==> src/design/hspf_pkg.sv <==
// Shared types, octet constants and CRC helper for the HDLC-style packet framer.
`default_nettype none

package hspf_pkg;

	localparam logic [7:0]  FLAG_OCTET  = 8'h7E;
	localparam logic [7:0]  ESC_OCTET   = 8'h7D;
	localparam logic [7:0]  ESC_FLIP    = 8'h20;
	localparam logic [15:0] CRC_SEED    = 16'hFFFF;
	localparam logic [15:0] CRC_POLY_RST = 16'h8408;
	localparam int          MAX_OCTETS  = 6;
	localparam int          CNT_W       = $clog2(MAX_OCTETS + 1);

	// opcode values of an input transaction
	localparam logic OP_START = 1'b0;
	localparam logic OP_DATA  = 1'b1;

	typedef struct packed {
		logic       opcode;
		logic [7:0] frame_tag;
		logic [7:0] payload_length;
		logic [7:0] payload_byte;
	} hspf_in_t;

	typedef struct packed {
		logic [7:0] line_byte;
		logic       frame_end;
	} hspf_out_t;

	typedef logic [MAX_OCTETS-1:0][7:0] hspf_octets_t;

	// One octet through a reflected CRC-16, LSB first.
	function automatic logic [15:0] crc_octet(input logic [15:0] crc_in,
		input logic [7:0] octet, input logic [15:0] poly);
		logic [15:0] c;
		logic [7:0]  d;
		c = crc_in;
		d = octet;
		for (int i = 0; i < 8; i++) begin
			if (c[0] ^ d[0]) begin
				c = (c >> 1) ^ poly;
			end else begin
				c = c >> 1;
			end
			d = d >> 1;
		end
		return c;
	endfunction

endpackage

`default_nettype wire

==> src/design/hdlc_style_packet_framer.sv <==
// Top level of the HDLC-style packet framer: octet stuffing and CRC-16 trailer.
`default_nettype none
// HDLC-style transmit framer.
// Input channel (in_valid / in_stall / in_item): a start transaction (opcode 0)
// opens a frame with a tag and a length; a data transaction (opcode 1) carries
// one payload octet. Data with no frame open is dropped silently.
// Output channel (out_valid / out_stall / out_item): one line octet per
// transaction; frame_end marks the closing 0x7E delimiter.
// Config: cfg_wr_en / cfg_wr_data load the reflected CRC polynomial
// (reset 0x8408); write it only while the block is idle.
// Pipeline: input register (_s1), then one pass of stuffing and CRC logic fills
// an octet buffer (_s2) that drains one octet per cycle while out_stall is low.
// The first octet of an item is offered from the octet buffer once the item has
// passed through the input register and the stuffing and CRC logic.
// Throughput: one input transaction per cycle while items make at most one octet
// and out_stall is low; each item holds the output for every octet it makes
// (0 to 6; a start makes 3, or 6 if length is 0), so the output port sets rate.
// Stall: out_stall holds the current octet; once the buffer and the input
// register are both full, in_stall rises.
// Reset: no frame open, CRC accumulator 0xFFFF, buffers empty.
module hdlc_style_packet_framer (
	input  wire                    clk,
	input  wire                    arst_n,
	input  wire                    cfg_wr_en,
	input  wire [15:0]             cfg_wr_data,
	input  wire                    in_valid,
	output logic                   in_stall,
	input  hspf_pkg::hspf_in_t     in_item,
	output logic                   out_valid,
	input  wire                    out_stall,
	output hspf_pkg::hspf_out_t    out_item
);
	import hspf_pkg::*;

	logic [15:0] poly_q;
	logic [15:0] crc_q;
	logic [7:0]  rem_q;
	logic        open_q;

	// stage 1: input register, with CRC of the tag pre-seeded
	logic        valid_s1;
	hspf_in_t    item_s1;
	logic [15:0] crc_tag_s1;

	// stage 2: octet buffer
	hspf_octets_t       octets_s2;
	logic [CNT_W-1:0]   cnt_s2;
	logic               end_s2;

	// next-state from one pass over the item in stage 1
	hspf_octets_t     oct_n;
	logic [CNT_W-1:0] cnt_n;
	logic             end_n;
	logic [15:0]      crc_n;
	logic [7:0]       rem_n;
	logic             open_n;
	logic [15:0]      fcs;
	logic             esc;

	logic in_take, out_take, s2_free, move_s1, load_s2;

	always_comb begin
		oct_n  = '0;
		cnt_n  = '0;
		end_n  = 1'b0;
		crc_n  = crc_q;
		rem_n  = rem_q;
		open_n = open_q;
		fcs    = '0;
		esc    = 1'b0;
		if (item_s1.opcode == OP_START) begin
			crc_n    = crc_octet(crc_tag_s1, item_s1.payload_length, poly_q);
			rem_n    = item_s1.payload_length;
			oct_n[0] = FLAG_OCTET;
			oct_n[1] = item_s1.frame_tag;
			oct_n[2] = item_s1.payload_length;
			if (item_s1.payload_length == 8'd0) begin
				// empty frame: zero FCS octets, then the closing flag
				oct_n[5] = FLAG_OCTET;
				cnt_n    = CNT_W'(6);
				end_n    = 1'b1;
				open_n   = 1'b0;
			end else begin
				cnt_n  = CNT_W'(3);
				open_n = 1'b1;
			end
		end else if (open_q) begin
			crc_n = crc_octet(crc_q, item_s1.payload_byte, poly_q);
			rem_n = rem_q - 8'd1;
			fcs   = ~crc_n;
			esc   = (item_s1.payload_byte == FLAG_OCTET) ||
				(item_s1.payload_byte == ESC_OCTET);
			if (esc) begin
				oct_n[0] = ESC_OCTET;
				oct_n[1] = item_s1.payload_byte ^ ESC_FLIP;
				cnt_n    = CNT_W'(2);
				if (rem_n == 8'd0) begin
					oct_n[2] = fcs[7:0];
					oct_n[3] = fcs[15:8];
					oct_n[4] = FLAG_OCTET;
					cnt_n    = CNT_W'(5);
					end_n    = 1'b1;
					open_n   = 1'b0;
				end
			end else begin
				oct_n[0] = item_s1.payload_byte;
				cnt_n    = CNT_W'(1);
				if (rem_n == 8'd0) begin
					oct_n[1] = fcs[7:0];
					oct_n[2] = fcs[15:8];
					oct_n[3] = FLAG_OCTET;
					cnt_n    = CNT_W'(4);
					end_n    = 1'b1;
					open_n   = 1'b0;
				end
			end
		end
	end

	assign out_take = out_valid && !out_stall;
	assign s2_free  = (cnt_s2 == '0) || ((cnt_s2 == CNT_W'(1)) && out_take);
	// an item that makes no octets leaves without needing the buffer
	assign move_s1  = valid_s1 && ((cnt_n == '0) || s2_free);
	assign load_s2  = move_s1 && (cnt_n != '0);
	assign in_stall = valid_s1 && !move_s1;
	assign in_take  = in_valid && !in_stall;

	assign out_valid          = (cnt_s2 != '0);
	assign out_item.line_byte = octets_s2[0];
	assign out_item.frame_end = end_s2 && (cnt_s2 == CNT_W'(1));

	always_ff @(posedge clk or negedge arst_n) begin
		if (!arst_n) begin
			poly_q   <= CRC_POLY_RST;
			crc_q    <= CRC_SEED;
			rem_q    <= '0;
			open_q   <= 1'b0;
			valid_s1 <= 1'b0;
			cnt_s2   <= '0;
			end_s2   <= 1'b0;
		end else begin
			if (cfg_wr_en) begin
				poly_q <= cfg_wr_data;
			end
			if (move_s1) begin
				crc_q  <= crc_n;
				rem_q  <= rem_n;
				open_q <= open_n;
			end
			if (in_take) begin
				valid_s1 <= 1'b1;
			end else if (move_s1) begin
				valid_s1 <= 1'b0;
			end
			if (load_s2) begin
				cnt_s2 <= cnt_n;
				end_s2 <= end_n;
			end else if (out_take) begin
				cnt_s2 <= cnt_s2 - CNT_W'(1);
			end
		end
	end

	// payload registers
	always_ff @(posedge clk) begin
		if (in_take) begin
			item_s1    <= in_item;
			crc_tag_s1 <= crc_octet(CRC_SEED, in_item.frame_tag, poly_q);
		end
		if (load_s2) begin
			octets_s2 <= oct_n;
		end else if (out_take) begin
			for (int i = 0; i < MAX_OCTETS - 1; i++) begin
				octets_s2[i] <= octets_s2[i+1];
			end
		end
	end

	// buffer never holds more than one item's octets
	a_cnt_range: assert property (@(posedge clk) disable iff (!arst_n)
		cnt_s2 <= CNT_W'(MAX_OCTETS))
		else $error("octet buffer count out of range");

	// buffer is only refilled once empty or draining its last octet
	a_no_overwrite: assert property (@(posedge clk) disable iff (!arst_n)
		load_s2 |-> (cnt_s2 == '0) || ((cnt_s2 == CNT_W'(1)) && out_take))
		else $error("octet buffer overwritten");

	// an open frame always expects at least one more payload octet
	a_open_rem: assert property (@(posedge clk) disable iff (!arst_n)
		open_q |-> (rem_q != 8'd0))
		else $error("frame open with zero octets remaining");

	// frame_end only ever marks the flag octet
	a_end_flag: assert property (@(posedge clk) disable iff (!arst_n)
		(out_valid && out_item.frame_end) |-> (out_item.line_byte == FLAG_OCTET))
		else $error("frame_end on a non-flag octet");

endmodule

`default_nettype wire

==> config.mk <==
export PLATFORM = sky130hd
export DESIGN_NAME = hdlc_style_packet_framer
export DESIGN_NICKNAME = d
export VERILOG_FILES = /design/src/design/hspf_pkg.sv /design/src/design/hdlc_style_packet_framer.sv
export SDC_FILE = /design/constraint.sdc
export NUM_CORES = 1
export LEC_CHECK = 0
export BUFFER_PORTS_ARGS = -buffer_cell sky130_fd_sc_hd__buf_4
export CORE_UTILIZATION = 35
export CTS_CLUSTER_SIZE = 24
export DETAILED_ROUTE_END_ITERATION = 12
export GPL_TIMING_DRIVEN = 0
export PLACE_DENSITY = 0.61
export SKIP_LAST_GASP = 1
export SLEW_MARGIN = 20
export SYNTH_ARGS = -nofsm -noshare
export SYNTH_HDL_FRONTEND = slang
export SYNTH_SLANG_ARGS = --single-unit
==> constraint.sdc <==
create_clock -name clk -period 5.8 [get_ports clk]
set_clock_uncertainty 0.2 [all_clocks]
set_input_delay 0.58 -clock clk [delete_from_list [all_inputs] [get_ports clk]]
set_output_delay 0.58 -clock clk [all_outputs]
set_load 0.02 [all_outputs]
==> summary.md, run 1 <==
| Metric | Value |
|---|---|
| Status | finished with violations |
| Violated checks | hold timing |
| Synth warn | 0 |
| Reg2reg end | octets_s2[18] |
| H-Tree Depth | 4 |
| Worst Setup End Kind | register |
| Vias | 10710 |
| Commonest non-fill, non-tap cell in the layout | nand2_1 |
| Final WS setup | 222 ps |
| All-layer global routing usage | 0.236 |
| Top cell type by total area after synthesis | xnor2_1 |
| Sequential Area | between 3000 and 4000 um^2 |
| Share of the synthesized area in the top cell type | 0.204 |
| Crit path max fanout | 10 |
| Crit path DAT | between 5000 and 6000 ps |
| Number of global-route vias before repair | approximately 10000 |
| Ys flop type | edfxtp_1 |
| Period minus WS final | between 5000 and 6000 ps |
| Largest net degree at the start of global routing | 47 |
| Seq/Total Area, Yosys | 0.291 |
| Final period utilization | 0.962 |
| Reg-to-reg slack, setup | between 200 and 250 ps |
| Net Count, Synth | between 1500 and 2000 |
| Placed wire-length estimate | approximately 30000 um |
| Worst hold slack | -30.8 ps |
| CP Data Required Time | approximately 5700 ps |
| RSZ-0062 raised after global routing | no |
| Post-synth ARST share | 0.380 |
| Post-route ant nets | 0 |
| Number of synthesized flops with an enable pin | between 70 and 80 |
| Initial Utilization | 0.359 |
| Placement Setup Slack | -780 ps |
| CTS Hold Bufs | 0 |
| Total negative setup slack | 0 ps |
| Longest Clk Path Bufs | 2 |
| Relative slew slack | 0.369 |
| Die H | between 150 and 200 um |
| Layout cells sized above 1 | 0.110 |
| Most frequent cells in the layout | nand2_1, xnor2_1, clkbuf_1, edfxtp_1, buf_4 |
| Die W | ~190 um |
| Initial antenna violation count | 0 |
| Fin. Hold Viols | 13 |
| Fill cell count | 3287 |
| Max Cap Viol | 0 |
| Synthesized flop and latch total | approximately 120 |
| Synth cell types | 87 |
| Vias/cell | between 5 and 6 |
| N_diodes | 0 |
| DR pass1 iterations | 7 |
| Startpoint types | register |
| WL final | roughly 40000 um |
| Cells after Synth | between 1000 and 1500 |
| Skew-Pair Late Insertion Delay | approximately 440 ps |
| Top cells by area, synth | xnor2_1, edfxtp_1, nand2_1, dfrtp_1, dfstp_2 |
| CTS Root Buffer Type | clkbuf_16 |
| Worst Max-Slew Pin Slew | around 940 ps |
| Routed wire per std cell | a little over 20 um |
| RR Startpoint | poly_q[1] |
| Area Growth Syn to Fin | 14.1% |
| PortBufs | 55 |
| CTS tree | done |
| Critical path class | reg2reg |
| Syn Area/Cell | 8.10 um^2 |
| Num CTS Buffers | 17 |
| Final layout net count | approximately 1600 |
| Final GP Congestion | between 0.9 and 1 |
| Slew Limit Fails | 0 |
| First-pass GRT wire length | roughly 60000 um |
| Rows | 66 |
| Post-Syn Area | roughly 12000 um^2 |
| Clock Sinks | ~120 |
| Fmax | 0.179 GHz |
| # setup viols final | 0 |
| Reg2Reg Depth | 15 |
| Total grt overflow | 0 |
| CORE AREA | ~33000 um^2 |
| Die ar. | 34400 um^2 |
| Hold Path Class | in2async |
| Top Ports | between 50 and 60 |
| CTS clock-pin slew for the worst setup and hold paths | ~70 ps |
| Drt drc | 0 |
| Multi-input logic area | 7820 um^2 |
| 1st-iter DRT viols | 1039 |
[synth_stat cells (all sizes together), types with 7 or more instances]
master  instances
nand2         378
xnor2         279
clkbuf         77
edfxtp         75
o21ai          71
nor2           70
xor2           49
a21oi          44
buf            38
nor3           34
dfrtp          27
inv            23
nand3          23
dfstp          19
nand2b         17
xnor3          16
and2           13
nor2b          10
a221oi          9
a31oi           9
and3            9
mux2i           9
mux2            8
nor3b           8
o211ai          8
or3             8
a21boi          7
a21o            7
ha              7
o221ai          7
[timing repair]
action / in CTS / in global routing
endpoints found under the setup margin: 10 / 12
pin swaps: 0 / 1
resized for setup: 2 / 5
buffers inserted: 0 / 2
[flip-flops by register name, indices dropped and copies added, names as in the netlist]
register    cells
cnt_s2          3
open_q          1
crc_tag_s1     16
crc_q          16
rem_q           8
valid_s1        1
end_s2          1
poly_q         16
out_item        8
item_s1        25
octets_s2      26
[stage by stage]
| step | area [um^2] | utilization | cells |
|---|---|---|---|
| 6_report | 13400 | 0.410 | 1985 |
| 2_1_floorplan | 11800 | - | 1453 |
| 5_1_grt | 13400 | 0.410 | 1985 |
| 4_1_cts | 13400 | 0.408 | 1983 |
| 3_5_place_dp | 12800 | 0.389 | 1951 |
| 3_3_place_gp | 12700 | 0.388 | 1950 |
[kinds of logic after synthesis]
| group | synth area share |
|---|---|
| flops | 0.291 |
| simple gates | 0.224 |
| mux | 0.0159 |
| compound gates | 0.124 |
| xor+xnor | 0.288 |
| buf+inv | 0.0491 |
| fa+ha+maj | 0.00744 |
[metal layers]
metal | GRT usage | share of wire
met1 | 0.316 | 0.44
met2 | 0.379 | 0.46
met3 | 0.0360 | 0.074
met4 | 0.0916 | 0.035
met5 | 0 | 0
[cell type report]
cell class                      count  share of cell area
Sequential cell                   121               0.255
Clock buffer                       18              0.0320
Clock inverter                     14              0.0128
Multi-Input combinational cell   1193               0.582
Tap cell                          442              0.0412
Buffer                            115              0.0363
Timing Repair Buffer               58              0.0334
Inverter                           24             0.00671
[how the worst max path moves through the flow]
stage | start | end | slack (ps) | depth (start not counted)
finish | poly_q[1] | octets_s2[18] | 220 | 15
CTS | poly_q[0] | crc_tag_s1[7] | 100 | 15
detailed placement | in_item[16] | crc_tag_s1[7] | -780 | 16
global route | poly_q[0] | octets_s2[21] | 8 | 16
global placement | in_item[16] | crc_tag_s1[7] | -690 | 16
floorplan | in_item[16] | crc_tag_s1[10] | 1430 | 15
[worst max-delay path, cell delays in order (launching register included)]
cell and delay [ps]:
dfrtp_1 520, clkbuf_1 400, clkbuf_1 490, o21ai_0 260, nor4_1 330, a211o_1 230
buf_4 230, mux2i_2 340, xnor2_4 230, o32ai_2 170, nor3_2 410, buf_2 320
nor3_1 100, xnor2_1 250, a2111oi_0 670, a311oi_1 120
Power of run 1 is left out: the tool's default activity adds up to more than one toggle a clock period on the data nets, which glitch-free logic cannot reach.
==> run 2, diff against run 1 <==
==> constraint.sdc (replaced) <==
create_clock -name clk -period 5.8 [get_ports clk]
set_clock_uncertainty 0.2 [all_clocks]
set_input_delay 0.29 -clock clk [delete_from_list [all_inputs] [get_ports clk]]
set_output_delay 0.29 -clock clk [all_outputs]
set_load 0.02 [all_outputs]
==> run 2 against run 1 <==
  * The run now ends clean
  * Non-clock buffer count is 43 higher
  * Final cell count is 2.2% higher
  * Worst hold slack gained 61 ps
  * Sequential share of layout area is 0.79 points lower
  * Via count up 1.9%
  * Cell area increased by 3.2%
  * Utilization grew 1.3 points
  * Critical path depth stayed put
  * Register-to-register slack better by 20 ps
  * Clock-buffer cell count did not move
  * Critical endpoint unchanged
  * Sequential cell count stayed put
  * First-iteration DRC count shrank 11%
==> summary.md, run 2 (same netlist as run 1, synthesis figures left out) <==
| Metric | Value |
|---|---|
| Total grt overflow | 0 (unchanged) |
| Slew Limit Fails | 0 (unchanged) |
| Number of global-route vias before repair | 10202 (+2.0%) |
| Die W | 185 um (unchanged) |
| Layout Cells excl Fill | 2028 (+2.2%) |
| Most frequent cells in the layout | nand2_1, xnor2_1, clkbuf_1, edfxtp_1, buf_4 |
| Worst Setup End Kind | register |
| Multi-input logic area | 7820 um^2 (unchanged) |
| CTS Root Buffer Type | clkbuf_16 |
| Top Registers | octets_s2 (26), item_s1 (25) |
| Placed cells | 1951 (unchanged) |
| CTS clock-pin slew for the worst setup and hold paths | 70 ps (about the same) |
| CTS tree | done |
| Metal2 WL | 18200 um (about the same) |
| Vias/cell | 5.38 (-0.28%) |
| Top reg by flops | octets_s2 |
| Initial antenna violation count | 0 (unchanged) |
| Area post-placement | 12800 um^2 (unchanged) |
| Post-route ant nets | 0 (unchanged) |
| PortBufs | 55 (unchanged) |
| Rows | 66 (unchanged) |
| Fmax | 0.180 GHz (+0.41%) |
| Cells along the critical path | clkbuf_1 > clkbuf_1 > o21ai_0 > nor4_1 > a211o_1 > buf_4 > mux2i_2 > xnor2_4 > o32ai_2 > nor3_2 > buf_2 > nor3_1 > xnor2_1 > a2111oi_0 > a311oi_1 |
| # setup viols final | 0 (unchanged) |
| Worst Max-Slew Pin Slew | 963 ps (+20.3 ps) |
| Placed wire-length estimate | 30300 um (unchanged) |
| Relative slew slack | 0.356 (-0.0136) |
| Num CTS Buffers | 17 (unchanged) |
| Hold path cells | 4 |
| Reg2reg end | octets_s2[18] |
| CP Data Required Time | 5740 ps (about the same) |
| Number of flip-flops in the largest register | 26 (unchanged) |
| Vias | 10911 (+1.9%) |
| Crit path buf inv count | 4 (unchanged) |
| H-Tree Depth | 4 (unchanged) |
| Die ar. | 34400 um^2 (unchanged) |
| CP most frequent cell | clkbuf_1 |
| DR pass1 iterations | 5 (-2) |
| Max Cap Viol | 0 (unchanged) |
| Skew-Pair Late Insertion Delay | 440 ps (about the same) |
| Crit path from | poly_q[1] |
| Commonest non-fill, non-tap cell in the layout | nand2_1 |
| WL final | 40200 um (+0.43%) |
| Max incr delay on CP | 680 ps (about the same) |
| Reg-to-reg slack, setup | 240 ps (+20 ps) |
| Largest net degree at the start of global routing | 47 (unchanged) |
| N_diodes | 0 (unchanged) |
| Status | complete, no violations |
| Worst hold slack | 29.8 ps (+60.6 ps) |
| RSZ-0062 raised after global routing | no |
| First-pass GRT wire length | 60600 um (+0.95%) |
| RR Startpoint | poly_q[1] |
| Routed wire per std cell | 19.8 um (-1.7%) |
| Top Ports | 57 (unchanged) |
| Startpoint types | register |
| Hold path endpoint | cnt_s2[0] |
| Crit path DAT | 5500 ps (-20 ps) |
| Clock Sinks | 121 (unchanged) |
| Period minus WS final | 5560 ps (-22.6 ps) |
| Final layout net count | 1626 (+2.7%) |
| Largest delay contributor family on the critical path | compound AO/OA/AOI/OAI gates |
| Initial Utilization | 0.359 (unchanged) |
| Fin. Hold Viols | 0 (-13) |
| 1st-iter DRT viols | 925 (-11%) |
| Fill cell count | 3250 (-1.1%) |
| Slowest CP cell | a2111oi_0 |
| Final GP Congestion | 0.985 (unchanged) |
| Max Used Layer | met4 |
| Area Growth Syn to Fin | 17.7% |
| All-layer global routing usage | 0.238 (+0.00169) |
| Layout cells sized above 1 | 0.107 (-0.00297) |
| Post-route cell area | 13900 um^2 (+3.2%) |
| Final period utilization | 0.958 (-0.00390) |
| Drt drc | 0 (unchanged) |
| Hold Path Class | in2reg |
| Fin util | 0.423 (+0.0131) |
| Die H | 185 um (unchanged) |
| Crit path max fanout | 10 (unchanged) |
| Met3 Wirelength | 2910 um (-1.3%) |
| Critical path class | reg2reg |
| Sequential Area | 3430 um^2 (unchanged) |
| Hold Path Origin | out_stall |
| Longest Clk Path Bufs | 2 (unchanged) |
| Wl on met1 | 17600 um (+0.62%) |
| Reg2Reg Depth | 15 (unchanged) |
| CORE AREA | 32800 um^2 (unchanged) |
[run 2: changes by cell type in the layout (fill, tap and decap cells not counted), sizes merged]
| cell | change |
|---|---|
| dlygate4sd3 | +43 |
[run 2: tightest hold or removal path: cells and delay by family]
| family | cells | cell delay, ps |
|---|---|---|
| AO/OA/AOI/OAI | 2 | 130 |
| XOR/XNOR | 1 | 130 |
| buffers and inverters | 1 | 80 |
[run 2: worst max path at each step]
stage / to / slack [ps] / cells past startpoint
floorplan: octets_s2[15] / 1510 / 16
global placement: crc_tag_s1[7] / -400 / 16
detailed placement: crc_tag_s1[7] / -490 / 16
CTS: crc_tag_s1[7] / 100 / 15
global route: octets_s2[21] / 9 / 16
finish: octets_s2[18] / 240 / 15
[run 2: area by class of cell]
cell class,instances,area share
Inverter,24,0.00650
Buffer,115,0.0352
Tap cell,442,0.0399
Clock inverter,14,0.0124
Sequential cell,121,0.247
Clock buffer,18,0.0310
Multi-Input combinational cell,1193,0.564
Timing Repair Buffer,101,0.0634
[run 2: per-stage QoR]
step	worst slack (ps)	setup TNS (ps)
global placement	-400	-3470
finish	245	0
floorplan	1510	0
global route	8.57	0
CTS	99.6	0
detailed placement	-490	-4380
[run 2: what timing repair did]
| action | 4_1_cts | 5_1_grt |
|---|---|---|
| setup endpoints to repair | 10 | 12 |
| hold endpoints to repair | 69 | 0 |
| hold buffers | 43 | 0 |
| gates resized for setup | 2 | 5 |
| cloned | 0 | 0 |
| setup buffers | 0 | 2 |
| pin swaps | 0 | 1 |
[run 2: metal layers]
metal,up-vias,GRT usage
li1,5096,-
met1,5223,0.320
met2,505,0.381
met3,87,0.0338
met4,0,0.0945
met5,-,0
Power of run 2 is left out for the same reason.
==> run 3, diff against run 2 <==
--- a/config.mk
+++ b/config.mk
@@ -10,7 +10,6 @@
 export CTS_CLUSTER_SIZE = 24
 export DETAILED_ROUTE_END_ITERATION = 12
 export GPL_TIMING_DRIVEN = 0
-export PLACE_DENSITY = 0.61
 export SKIP_LAST_GASP = 1
 export SLEW_MARGIN = 20
 export SYNTH_ARGS = -nofsm -noshare
==> run 3 against run 2 <==
  * Critical path depth shrank 1
  * Setup slack lost 60 ps
  * Cell area shrank 0.29%
  * Clock-buffer cell count is the same
  * First-iteration DRC count grew 20%
==> summary.md, run 3 (same netlist as run 1, synthesis figures left out) <==
| Metric | Value |
|---|---|
| Clock Sinks | 121 (unchanged) |
| CORE AREA | 32800 um^2 (unchanged) |
| Die W | 185 um (unchanged) |
| Slew Limit Fails | 0 (unchanged) |
| Worst Max-Slew Pin Slew | 936 ps (-27.0 ps) |
| Largest net degree at the start of global routing | 47 (unchanged) |
| Hold Path Origin | out_stall |
| Final layout net count | 1623 (-0.18%) |
| Vias/cell | 5.32 (-1.2%) |
| Layout cells sized above 1 | 0.104 (-0.00296) |
| Placement Setup Slack | -637 ps (-147 ps) |
| Final GP Congestion | 0.968 (-1.7%) |
| RR Startpoint | poly_q[0] |
| Most frequent cells in the layout | nand2_1, xnor2_1, clkbuf_1, edfxtp_1, nor2_1 |
| Reg-to-reg slack, setup | 180 ps (-60 ps) |
| Fin. Hold Viols | 0 (unchanged) |
| Fmax | 0.178 GHz (-1.1%) |
| CP Data Required Time | 5770 ps (+30 ps) |
| Number of flip-flops in the largest register | 26 (unchanged) |
| Vias | 10764 (-1.3%) |
| Total grt overflow | 0 (unchanged) |
| Fill cell count | 3305 (+1.7%) |
| CTS Root Buffer Type | clkbuf_16 |
| Total negative setup slack | 0 ps (unchanged) |
| Hold Path Class | in2reg |
| Startpoint types | register |
| Period minus WS final | 5620 ps (+60.0 ps) |
| Number of global-route vias before repair | 10304 (+1.0%) |
| Reg2Reg Depth | 14 (-1) |
| Commonest non-fill, non-tap cell in the layout | nand2_1 |
| Setup bufs post-CTS | 0 (unchanged) |
| Initial Utilization | 0.359 (unchanged) |
| Critical path class | reg2reg |
| Top Registers | octets_s2 (26), item_s1 (25) |
| RSZ-0062 raised after global routing | no |
| Die H | 185 um (unchanged) |
| Worst Setup End Kind | register |
| Area Growth Syn to Fin | 17.4% |
| Hold path cells | 4 (unchanged) |
| Hold path endpoint | cnt_s2[0] |
| H-Tree Depth | 4 (unchanged) |
| PortBufs | 55 (unchanged) |
| Skew-Pair Late Insertion Delay | 430 ps (about the same) |
| Crit path DAT | 5590 ps (+90 ps) |
| Longest Clk Path Bufs | 2 (unchanged) |
| Routed wire per std cell | 20.2 um (+1.6%) |
| Top Ports | 57 (unchanged) |
| WL final | 40800 um (+1.5%) |
| Final WS setup | 185 ps (-60.0 ps) |
| 1st-iter DRT viols | 1106 (+20%) |
| Die ar. | 34400 um^2 (unchanged) |
| CTS clock-pin slew for the worst setup and hold paths | 70 ps (about the same) |
| Placed wire-length estimate | 30600 um (+1.1%) |
| All-layer global routing usage | 0.244 (+0.00605) |
| Reg2reg end | crc_tag_s1[3] |
| Final period utilization | 0.968 (+0.0103) |
| First-pass GRT wire length | 61900 um (+2.1%) |
| Rows | 66 (unchanged) |
| Post-route ant nets | 0 (unchanged) |
| # setup viols final | 0 (unchanged) |
| Top reg by flops | octets_s2 |
| Status | complete, no violations |
| CTS tree | done |
| Drt drc | 0 (unchanged) |
| Num CTS Buffers | 17 (unchanged) |
| DR pass1 iterations | 5 (unchanged) |
| N_diodes | 0 (unchanged) |
| Max Cap Viol | 0 (unchanged) |
| Relative slew slack | 0.376 (+0.0202) |
| Crit path max fanout | 10 (unchanged) |
| Initial antenna violation count | 0 (unchanged) |
-- run 3: metal layers --
layer  GRT usage  vias to the layer above  wire [um]
li1            -                     5086          -
met1       0.327                     5117      17900
met2       0.385                      471      18400
met3      0.0291                       90       2640
met4       0.120                        0       1870
met5           0                        -          0
-- run 3: area by class of cell --
| type | count | area (um^2) | area share |
|---|---|---|---|
| Sequential cell | 121 | 3430 | 0.248 |
| Multi-Input combinational cell | 1193 | 7800 | 0.564 |
| Clock buffer | 18 | 429 | 0.0311 |
| Timing Repair Buffer | 99 | 863 | 0.0625 |
| Clock inverter | 14 | 171 | 0.0124 |
| Buffer | 114 | 484 | 0.0350 |
| Tap cell | 442 | 553 | 0.0400 |
| Inverter | 24 | 90.1 | 0.00652 |
-- run 3: how the worst max path moves through the flow --
stage / from / endpoint / cells after the start
finish: poly_q[0] / crc_tag_s1[3] / 14
global route: poly_q[0] / crc_tag_s1[3] / 14
detailed placement: in_item[16] / crc_tag_s1[3] / 16
CTS: poly_q[0] / crc_tag_s1[3] / 15
global placement: in_item[16] / crc_tag_s1[7] / 16
floorplan: item_s1[1] / octets_s2[15] / 16
-- run 3: repair_timing --
| action | in CTS | in global routing |
|---|---|---|
| gates resized for setup | 2 | 3 |
| setup endpoints to repair | 16 | 13 |
| hold endpoints to repair | 69 | 0 |
| hold buffers | 43 | 0 |
-- run 3: stage by stage --
step	area, um^2	cells	hold WS (ps)	util
after floorplan	11800	1453	-206	-
after global placement	12700	1950	177	0.388
after detailed placement	12800	1951	185	0.389
after CTS	13800	2026	20.4	0.421
after global routing	13800	2025	105	0.421
final	13800	2025	33.2	0.421
-- run 3: critical path, cell delays in order (launching register included) --
cell and delay (ps):
dfrtp_1 320, buf_2 230, buf_1 390, clkbuf_1 440, o21ai_0 250, xnor2_2 630, and3_1 320, o21ai_0 150
xnor2_2 650, nand2_1 140, xnor2_1 540, xnor2_2 290, clkbuf_1 470, nand2_1 150, xnor2_1 160
Power of run 3 is left out for the same reason.
